$ cat config.mk
export PLATFORM = sky130hd
export DESIGN_NAME = complex_phase_unit_flat
export DESIGN_NICKNAME = d
export VERILOG_FILES = /design/src/design/cph_pkg.sv /design/src/design/cph_in_if.sv /design/src/design/cph_out_if.sv /design/src/design/cph_cordic_stage.sv /design/src/design/complex_phase_unit.sv /design/src/flat_wrapper.sv
export SDC_FILE = /design/constraint.sdc
export NUM_CORES = 2
export LEC_CHECK = 0
export BUFFER_PORTS_ARGS = -buffer_cell sky130_fd_sc_hd__buf_2
export CORE_MARGIN = 3
export CORE_UTILIZATION = 40
export DETAILED_ROUTE_END_ITERATION = 6
export GPL_ROUTABILITY_DRIVEN = 0
export SLEW_MARGIN = 20
export SYNTH_ARGS = -nofsm -noshare
export SYNTH_HDL_FRONTEND = slang
export SYNTH_SLANG_ARGS = --single-unit
$ cat constraint.sdc
create_clock -name i_clk -period 6.5 [get_ports i_clk]
set_input_delay 0.325 -clock i_clk [delete_from_list [all_inputs] [get_ports i_clk]]
set_output_delay 0.325 -clock i_clk [all_outputs]
set_load 0.005 [all_outputs]
$ cat src/design/cph_pkg.sv
// Shared constants, types and angle table for the complex phase unit.
`timescale 1ns / 1ps
`default_nettype none

package cph_pkg;

    localparam int Z_W         = 20;
    localparam int ATAN_LEN    = 24;
    localparam int TH_W        = 19;
    localparam int PH_W        = 16;
    localparam int NUM_W       = 28;
    localparam int PROD_W      = 49;
    localparam int RECIP_SHIFT = 40;
    localparam int Q_W         = 9;
    localparam int REM_W       = 21;
    localparam int SCALE_SHIFT = 16;

    typedef logic [15:0]         t_atan;
    typedef logic signed [Z_W-1:0] t_angle;
    typedef logic [TH_W-1:0]     t_theta;
    typedef logic [PH_W-1:0]     t_phase;

    localparam t_angle PI_Q16      = 20'sd205887;
    localparam t_angle HALF_PI_Q16 = 20'sd102944;
    localparam t_angle TWO_PI_Q16  = 20'sd411774;

    localparam t_phase RAD_Q13_MAX    = 16'd51472;
    localparam t_phase PHASE_BYTE_MAX = 16'd255;

    localparam logic [9:0]  BYTE_MUL = 10'd510;
    localparam logic [19:0] BYTE_DEN = 20'd823548;
    localparam logic [20:0] BYTE_RECIP =
        21'((64'd1 << RECIP_SHIFT) / 64'd823548);

    localparam t_atan ATAN_Q16 [ATAN_LEN] = '{
        16'd51472, 16'd30386, 16'd16055, 16'd8150, 16'd4091, 16'd2047,
        16'd1024,  16'd512,   16'd256,   16'd128,  16'd64,   16'd32,
        16'd16,    16'd8,     16'd4,     16'd2,    16'd1,    16'd0,
        16'd0,     16'd0,     16'd0,     16'd0,    16'd0,    16'd0
    };

endpackage

`default_nettype wire

$ cat src/design/cph_in_if.sv
// Input channel: one complex pixel per beat.
`timescale 1ns / 1ps
`default_nettype none

interface cph_in_if #(
    parameter int W = 16
) ();
    logic                valid;
    logic                ready;
    logic signed [W-1:0] real_part;
    logic signed [W-1:0] imag_part;

    modport source (output valid, output real_part, output imag_part, input ready);
    modport sink   (input valid, input real_part, input imag_part, output ready);
endinterface

`default_nettype wire

$ cat src/design/cph_out_if.sv
// Output channel: one phase value per beat.
`timescale 1ns / 1ps
`default_nettype none

interface cph_out_if ();
    logic                 valid;
    logic                 ready;
    cph_pkg::t_phase      phase_value;

    modport source (output valid, output phase_value, input ready);
    modport sink   (input valid, input phase_value, output ready);
endinterface

`default_nettype wire

$ cat src/design/cph_cordic_stage.sv
// One registered CORDIC vectoring iteration with a fixed shift.
`timescale 1ns / 1ps
`default_nettype none

module cph_cordic_stage #(
    parameter int XW    = 34,
    parameter int SHIFT = 0
) (
    input  wire logic                   i_clk,
    input  wire logic                   i_en,
    input  wire logic signed [XW-1:0]   i_x,
    input  wire logic signed [XW-1:0]   i_y,
    input  wire cph_pkg::t_angle        i_z,
    input  wire logic                   i_zero,
    output logic signed [XW-1:0]        o_x,
    output logic signed [XW-1:0]        o_y,
    output cph_pkg::t_angle             o_z,
    output logic                        o_zero
);

    localparam cph_pkg::t_angle ANG =
        $signed(cph_pkg::Z_W'(cph_pkg::ATAN_Q16[SHIFT]));

    logic signed [XW-1:0] n_x;
    logic signed [XW-1:0] n_y;
    cph_pkg::t_angle      n_z;

    always_comb begin
        if (!i_y[XW-1]) begin
            n_x = i_x + (i_y >>> SHIFT);
            n_y = i_y - (i_x >>> SHIFT);
            n_z = i_z + ANG;
        end else begin
            n_x = i_x - (i_y >>> SHIFT);
            n_y = i_y + (i_x >>> SHIFT);
            n_z = i_z - ANG;
        end
    end

    always_ff @(posedge i_clk) begin
        if (i_en) begin
            o_x    <= n_x;
            o_y    <= n_y;
            o_z    <= n_z;
            o_zero <= i_zero;
        end
    end

endmodule

`default_nettype wire

$ cat src/design/complex_phase_unit.sv
// Top level: phase plus pi of a complex pixel, radians Q3.13 or byte scale.
// Throughput: one beat per cycle; each stage holds only while the one after is full.
// Stages: pre-rotation, one CORDIC iteration each, theta clamp, scale, reciprocal
// multiply, remainder, output register.
// Reset (synchronous, active low) clears all valid bits and selects radians mode.
`timescale 1ns / 1ps
`default_nettype none

module complex_phase_unit #(
    parameter int INPUT_WIDTH   = 16,
    parameter int CORDIC_STAGES = 16
) (
    input  wire logic   i_clk,
    input  wire logic   i_rst_n,
    input  wire logic   i_cfg_we,
    input  wire logic   i_cfg_wdata,
    cph_in_if.sink      i_pix,
    cph_out_if.source   o_phase
);

    localparam int NC = (CORDIC_STAGES < cph_pkg::ATAN_LEN) ?
                        CORDIC_STAGES : cph_pkg::ATAN_LEN;
    localparam int XW = INPUT_WIDTH + 18;
    localparam int NS = NC + 6;
    localparam int ST_TH   = NC + 1;
    localparam int ST_NUM  = NC + 2;
    localparam int ST_PROD = NC + 3;
    localparam int ST_REM  = NC + 4;
    localparam int ST_OUT  = NC + 5;

    logic          r_mode;
    logic [NS-1:0] r_vld;
    logic [NS-1:0] n_vld;
    logic [NS-1:0] w_en;

    always_ff @(posedge i_clk) begin
        if (!i_rst_n) begin
            r_mode <= 1'b0;
        end else if (i_cfg_we) begin
            r_mode <= i_cfg_wdata;
        end
    end

    // stage k may load when it is empty or stage k+1 loads too
    genvar k;
    generate
        for (k = 0; k < NS - 1; k++) begin : g_en
            assign w_en[k] = !r_vld[k] || w_en[k+1];
        end
    endgenerate
    assign w_en[NS-1] = !r_vld[NS-1] || o_phase.ready;

    assign n_vld = {r_vld[NS-2:0], i_pix.valid};

    always_ff @(posedge i_clk) begin
        if (!i_rst_n) begin
            r_vld <= '0;
        end else begin
            for (int s = 0; s < NS; s++) begin
                if (w_en[s]) begin
                    r_vld[s] <= n_vld[s];
                end
            end
        end
    end

    assign i_pix.ready   = w_en[0];
    assign o_phase.valid = r_vld[ST_OUT];

    // pre-rotation into the right half plane
    logic signed [XW-1:0] w_sx;
    logic signed [XW-1:0] w_sy;
    logic signed [XW-1:0] n_x0;
    logic signed [XW-1:0] n_y0;
    cph_pkg::t_angle      n_z0;
    logic signed [XW-1:0] r_x0;
    logic signed [XW-1:0] r_y0;
    cph_pkg::t_angle      r_z0;
    logic                 r_zero0;

    assign w_sx = XW'(i_pix.real_part);
    assign w_sy = XW'(i_pix.imag_part);

    always_comb begin
        if (!w_sx[XW-1]) begin
            n_x0 = w_sx;
            n_y0 = w_sy;
            n_z0 = '0;
        end else if (!w_sy[XW-1]) begin
            n_x0 = w_sy;
            n_y0 = -w_sx;
            n_z0 = cph_pkg::HALF_PI_Q16;
        end else begin
            n_x0 = -w_sy;
            n_y0 = w_sx;
            n_z0 = -cph_pkg::HALF_PI_Q16;
        end
    end

    always_ff @(posedge i_clk) begin
        if (w_en[0]) begin
            r_x0    <= n_x0 <<< cph_pkg::SCALE_SHIFT;
            r_y0    <= n_y0 <<< cph_pkg::SCALE_SHIFT;
            r_z0    <= n_z0;
            r_zero0 <= (w_sx == '0) && (w_sy == '0);
        end
    end

    logic signed [XW-1:0] stg_x [0:NC];
    logic signed [XW-1:0] stg_y [0:NC];
    cph_pkg::t_angle      stg_z [0:NC];
    logic                 stg_zero [0:NC];

    assign stg_x[0]    = r_x0;
    assign stg_y[0]    = r_y0;
    assign stg_z[0]    = r_z0;
    assign stg_zero[0] = r_zero0;

    generate
        for (k = 0; k < NC; k++) begin : g_cordic
            cph_cordic_stage #(
                .XW    (XW),
                .SHIFT (k)
            ) u_stage (
                .i_clk  (i_clk),
                .i_en   (w_en[k+1]),
                .i_x    (stg_x[k]),
                .i_y    (stg_y[k]),
                .i_z    (stg_z[k]),
                .i_zero (stg_zero[k]),
                .o_x    (stg_x[k+1]),
                .o_y    (stg_y[k+1]),
                .o_z    (stg_z[k+1]),
                .o_zero (stg_zero[k+1])
            );
        end
    endgenerate

    // theta = z + pi, clamped to 0 .. 2*pi; a zero pixel gives pi
    cph_pkg::t_angle  w_zpi;
    cph_pkg::t_theta  n_theta;
    cph_pkg::t_theta  r_theta;

    assign w_zpi = stg_z[NC] + cph_pkg::PI_Q16;

    always_comb begin
        if (stg_zero[NC]) begin
            n_theta = cph_pkg::TH_W'(cph_pkg::PI_Q16);
        end else if (w_zpi[cph_pkg::Z_W-1]) begin
            n_theta = '0;
        end else if (w_zpi > cph_pkg::TWO_PI_Q16) begin
            n_theta = cph_pkg::TH_W'(cph_pkg::TWO_PI_Q16);
        end else begin
            n_theta = cph_pkg::TH_W'(w_zpi);
        end
    end

    always_ff @(posedge i_clk) begin
        if (w_en[ST_TH]) begin
            r_theta <= n_theta;
        end
    end

    // byte numerator and rounded radians
    logic [cph_pkg::TH_W:0]        w_rsum;
    logic [cph_pkg::TH_W-3:0]      w_rad;
    logic [cph_pkg::NUM_W-1:0]     r_num;
    cph_pkg::t_phase               r_rad;

    assign w_rsum = (cph_pkg::TH_W + 1)'(r_theta) + (cph_pkg::TH_W + 1)'(4);
    assign w_rad  = w_rsum[cph_pkg::TH_W:3];

    always_ff @(posedge i_clk) begin
        if (w_en[ST_NUM]) begin
            r_num <= cph_pkg::NUM_W'(r_theta) * cph_pkg::NUM_W'(cph_pkg::BYTE_MUL)
                   + cph_pkg::NUM_W'(cph_pkg::TWO_PI_Q16);
            if (w_rad > (cph_pkg::TH_W - 2)'(cph_pkg::RAD_Q13_MAX)) begin
                r_rad <= cph_pkg::RAD_Q13_MAX;
            end else begin
                r_rad <= cph_pkg::PH_W'(w_rad);
            end
        end
    end

    // quotient estimate by reciprocal, low by at most one
    logic [cph_pkg::PROD_W-1:0] r_prod;
    logic [cph_pkg::NUM_W-1:0]  r_num2;
    cph_pkg::t_phase            r_rad2;

    always_ff @(posedge i_clk) begin
        if (w_en[ST_PROD]) begin
            r_prod <= cph_pkg::PROD_W'(r_num) * cph_pkg::PROD_W'(cph_pkg::BYTE_RECIP);
            r_num2 <= r_num;
            r_rad2 <= r_rad;
        end
    end

    logic [cph_pkg::Q_W-1:0]    w_q0;
    logic [cph_pkg::NUM_W:0]    w_qd;
    logic [cph_pkg::NUM_W:0]    w_diff;
    logic [cph_pkg::Q_W-1:0]    r_q0;
    logic [cph_pkg::REM_W-1:0]  r_rem;
    cph_pkg::t_phase            r_rad3;

    assign w_q0   = r_prod[cph_pkg::PROD_W-1:cph_pkg::RECIP_SHIFT];
    assign w_qd   = (cph_pkg::NUM_W + 1)'(w_q0) * (cph_pkg::NUM_W + 1)'(cph_pkg::BYTE_DEN);
    assign w_diff = (cph_pkg::NUM_W + 1)'(r_num2) - w_qd;

    always_ff @(posedge i_clk) begin
        if (w_en[ST_REM]) begin
            r_q0   <= w_q0;
            r_rem  <= w_diff[cph_pkg::REM_W-1:0];
            r_rad3 <= r_rad2;
        end
    end

    logic [cph_pkg::Q_W:0] w_q;
    cph_pkg::t_phase       w_byte;
    cph_pkg::t_phase       r_out;

    assign w_q = (cph_pkg::Q_W + 1)'(r_q0)
               + (cph_pkg::Q_W + 1)'(r_rem >= cph_pkg::REM_W'(cph_pkg::BYTE_DEN));
    assign w_byte = (w_q > (cph_pkg::Q_W + 1)'(cph_pkg::PHASE_BYTE_MAX)) ?
                    cph_pkg::PHASE_BYTE_MAX : cph_pkg::PH_W'(w_q);

    always_ff @(posedge i_clk) begin
        if (w_en[ST_OUT]) begin
            r_out <= r_mode ? w_byte : r_rad3;
        end
    end

    assign o_phase.phase_value = r_out;

`ifndef NO_ASSERTIONS
    a_stall_full: assert property (@(posedge i_clk) disable iff (!i_rst_n)
        !i_pix.ready |-> ((&r_vld) && !o_phase.ready))
        else $error("input stalled while pipeline has room");

    a_rad_range: assert property (@(posedge i_clk) disable iff (!i_rst_n)
        o_phase.valid |-> (o_phase.phase_value <= cph_pkg::RAD_Q13_MAX))
        else $error("phase value out of range");

    a_theta_range: assert property (@(posedge i_clk) disable iff (!i_rst_n)
        r_vld[ST_TH] |-> (r_theta <= cph_pkg::TH_W'(cph_pkg::TWO_PI_Q16)))
        else $error("theta beyond two pi");

    a_rem_range: assert property (@(posedge i_clk) disable iff (!i_rst_n)
        r_vld[ST_REM] |->
            (r_rem < (cph_pkg::REM_W'(cph_pkg::BYTE_DEN) << 1)))
        else $error("reciprocal quotient off by more than one");
`endif

endmodule

`default_nettype wire
$ cat src/flat_wrapper.sv
// flat-port wrapper written by rule: the top's interface ports become plain ports
module complex_phase_unit_flat 
#(
    parameter int INPUT_WIDTH   = 16,
    parameter int CORDIC_STAGES = 16
)
  (i_clk, i_rst_n, i_cfg_we, i_cfg_wdata, i_pix_valid, i_pix_real_part, i_pix_imag_part, i_pix_ready, o_phase_valid, o_phase_phase_value, o_phase_ready);
  cph_in_if i_pix_i ();
  cph_out_if o_phase_i ();
  input  wire logic i_clk;
  input  wire logic i_rst_n;
  input  wire logic i_cfg_we;
  input  wire logic i_cfg_wdata;
  input wire logic [$bits(i_pix_i.valid)-1:0] i_pix_valid;
  input wire logic [$bits(i_pix_i.real_part)-1:0] i_pix_real_part;
  input wire logic [$bits(i_pix_i.imag_part)-1:0] i_pix_imag_part;
  output wire logic [$bits(i_pix_i.ready)-1:0] i_pix_ready;
  output wire logic [$bits(o_phase_i.valid)-1:0] o_phase_valid;
  output wire logic [$bits(o_phase_i.phase_value)-1:0] o_phase_phase_value;
  input wire logic [$bits(o_phase_i.ready)-1:0] o_phase_ready;
  assign i_pix_i.valid = i_pix_valid;
  assign i_pix_i.real_part = i_pix_real_part;
  assign i_pix_i.imag_part = i_pix_imag_part;
  assign i_pix_ready = i_pix_i.ready;
  assign o_phase_valid = o_phase_i.valid;
  assign o_phase_phase_value = o_phase_i.phase_value;
  assign o_phase_i.ready = o_phase_ready;
  complex_phase_unit #(.INPUT_WIDTH(INPUT_WIDTH), .CORDIC_STAGES(CORDIC_STAGES)) u_core (.i_clk(i_clk), .i_rst_n(i_rst_n), .i_cfg_we(i_cfg_we), .i_cfg_wdata(i_cfg_wdata), .i_pix(i_pix_i), .o_phase(o_phase_i));
endmodule
==> impl_metrics.tcl <==
set metrics [dict create \
    synth_seq_area_share_pct 34.21 \
    cts_made_buffers 165 \
    hold_viol 0 \
    ant_nets 0 \
    finalNetCount 14180 \
    clock_sinks 1353 \
    crit_arrival_ns 6.94 \
    drc 0 \
    dr_total_vias 86270 \
    io_pins 56 \
    syn_avg_cell_area_sq_um 9.837 \
    finalClockSkew_ns 0.04928 \
    clock_latency_ns 0.86 \
    cts_tree "built" \
    dp_slack_ns -0.2042 \
    synthesis.area_sq_um 118100 \
    final_area_sq_um 130400 \
    grt_pass1_vias 84500 \
    dieArea_sq_um 301800 \
    fin_ws_ns 0.1491 \
    ys_warn_count 0 \
    r2r-end "u_core.r_prod[47]" \
    die_h_um 549.3 \
    reg2regPathDepth 20 \
    place_hpwl_um 229900 \
    setup_violations 0 \
    whs_ns 0.1157 \
    reg2reg_slack_ns 0.15 \
    crit_fanout 5 \
    hold_class "in2reg" \
    yosys.area.top_type_share_pct 33.82 \
    ys_async_sr_fraction_pct 0 \
    yosys.cell_types.count 97 \
    outcome "finished clean" \
    ys_ff_latch 1353 \
    cp-end-kind "flip-flop" \
    start_util_pct 40.39 \
    fin_crit_sh_pct 97.71 \
    synth_nets 13860 \
    endpoint "u_core.r_prod[47]" \
    drv_slew 0 \
    crit_path_start_kind "flip-flop" \
    synth_area_leaders "edfxtp_1, ha_1, xnor2_1" \
    drv_cap 0 \
    synth-edff-count 1330 \
    root_buffer "clkbuf_16" \
    drtIter0Drc 5399 \
    htreeDepth 4 \
    cts.clk_slew.worst_paths_ns 0.06 \
    r2r-start "u_core.r_num[23]" \
    clockBufferDepth 4 \
    antenna_found_initial 8 \
    fmax_mhz 157.5 \
    synth-main-ff-cell "edfxtp_1" \
    drive_above_1_share_pct 5.717 \
    track_usage_pct 18.53 \
    die_x_um 549.3 \
    grt_pass1_wl_um 457800 \
    firstDrtPassIters 6 \
    wl_um 284200 \
    via_per_inst 5.275 \
    port_buffers 55 \
    required_ns 7.09 \
    detail_route.wl_per_cell_um 17.38 \
    grt_max_degree 78 \
    worstMarginPinSlew_ns 1.038 \
    rsz0062_at_grt "true" \
    grt_overflow 0 \
    post-route-util_pct 44.62 \
    std_cell_rows 198 \
    syn_inst 12000 \
    period_minus_slack_ns 6.351 \
    slew_headroom_pct 30.56 \
    core_area_sq_um 292300 \
    synth_area_leader_cell "edfxtp_1" \
    placed_cell_area_sq_um 124000 \
    critical_path.startpoint "u_core.r_num[23]" \
    area_growth_pct 10.47 \
    path_class "reg2reg" \
]
## cells in the mapped netlist (151+ instances only)
library cell	instances
o21ai_0	442
xor2_1	565
a21oi_1	1056
inv_1	1084
xnor2_1	1010
nor3_1	327
edfxtp_1	1330
nand2_1	609
nor2b_1	170
fa_1	377
ha_1	1443
nand3_1	151
nor2_1	1085
a21o_1	396
## repair_timing
item | 4_1_cts | 5_1_grt
setup endpoints to repair | 4 | 12
gates resized for setup | 8 | 69
cloned | 0 | 0
buffers inserted | 3 | 18
hold buffers | 50 | 0
pin swaps | 6 | 71
hold endpoints to repair | 37 | 0
## cell type report
type                       count  area, sq um
tap                         3900         4880
inverter                    1089         4091
fill                       27930       161900
sequential                  1353        40400
clock buffer                 192         4313
multi-input combinational   9422        73430
timing repair buffer         291         2187
clock inverter               106         1144
antenna                        1        2.502
## layout by cell type, fill, tap and decap left out, types with 134 or more instances in the layout
cell type,n
o21ai_0,436
ha_1,1431
nand2_1,603
o21a_1,150
a21o_1,396
buf_4,182
inv_1,1054
o21bai_1,134
clkbuf_16,167
xnor2_1,1010
nand3_1,148
nand2b_1,137
nor2b_1,170
a21oi_1,1045
nor3_1,325
nor2_1,1084
edfxtp_1,1330
xor2_1,565
fa_1,367
## flip-flops by register name, indices dropped and copies added (netlist names), 9 cells and up
register,cells
u_core.r_num,27
u_core.r_x0,18
u_core.r_rad3,16
u_core.r_theta,19
u_core.r_rad2,16
u_core.r_y0,18
u_core.g_cordic.u_stage.o_zero,16
u_core.r_rad,16
u_core.g_cordic.u_stage.o_z,297
u_core.g_cordic.u_stage.o_x,401
u_core.r_q0,9
u_core.r_vld,22
u_core.g_cordic.u_stage.o_y,410
u_core.r_num2,19
u_core.r_rem,19
u_core.o_phase.phase_value,16
u_core.r_prod,9
## worst min path at each step
stage,from,cells past startpoint,slack [ns],endpoint
floorplan,u_core.r_zero0,0,0.40,u_core.g_cordic[0].u_stage.o_zero
global placement,u_core.g_cordic[7].u_stage.o_z[2],0,0.40,u_core.g_cordic[8].u_stage.o_z[2]
detailed placement,u_core.g_cordic[9].u_stage.o_z[4],0,0.40,u_core.g_cordic[10].u_stage.o_z[4]
CTS,i_rst_n,2,0.02,u_core.r_vld[9]
global route,i_rst_n,2,0.09,u_core.r_vld[9]
finish,i_rst_n,2,0.12,u_core.r_vld[0]
## cells by family after synthesis
kind of cell               count (synthesis)  share of synthesized area [%]
and+or+nand+nor                         3097                          12.53
other                                      1                       0.003176
AOI/OAI and AO/OA                       2864                          15.40
muxes                                     65                         0.5807
buffers and inverters                   1229                          3.912
DFF                                     1353                          34.21
xor gates and xnor gates                1575                          11.68
adders and majority gates               1820                          21.68
## metrics by stage
step | setup TNS (ns) | std cells
finish | 0 | 16350
global route | -0.3842 | 16350
CTS | 0 | 16340
detailed placement | -0.5746 | 15980
global placement | -0.5859 | 15980
floorplan | 0 | 12000
## worst max-delay path, cell delays in order (launching register included)
cell and delay, ns:
edfxtp_1 0.51, buf_6 0.18, inv_2 0.08, fa_1 0.44
fa_1 0.59, fa_2 0.45, fa_1 0.48, inv_1 0.05
fa_1 0.50, fa_1 0.49, ha_1 0.35, ha_4 0.26
a21o_1 0.16, a21o_1 0.18, or3_1 0.39, o211ai_1 0.29
a41oi_2 0.20, o21ai_1 0.16, nand2b_1 0.09, buf_4 0.14
xor2_1 0.13
## routing by layer
metal | track usage (%) | up-vias | share of wire [%]
met3 | 1.715 | 380 | 3.5
met5 | 0 | - | 0
met4 | 4.798 | 0 | 2.6
met2 | 32.54 | 1349 | 49
li1 | - | 43700 | -
met1 | 24.40 | 40840 | 45
Power is left out: the tool's default activity adds up to more than one toggle a clock period on the data nets, which glitch-free logic cannot reach.
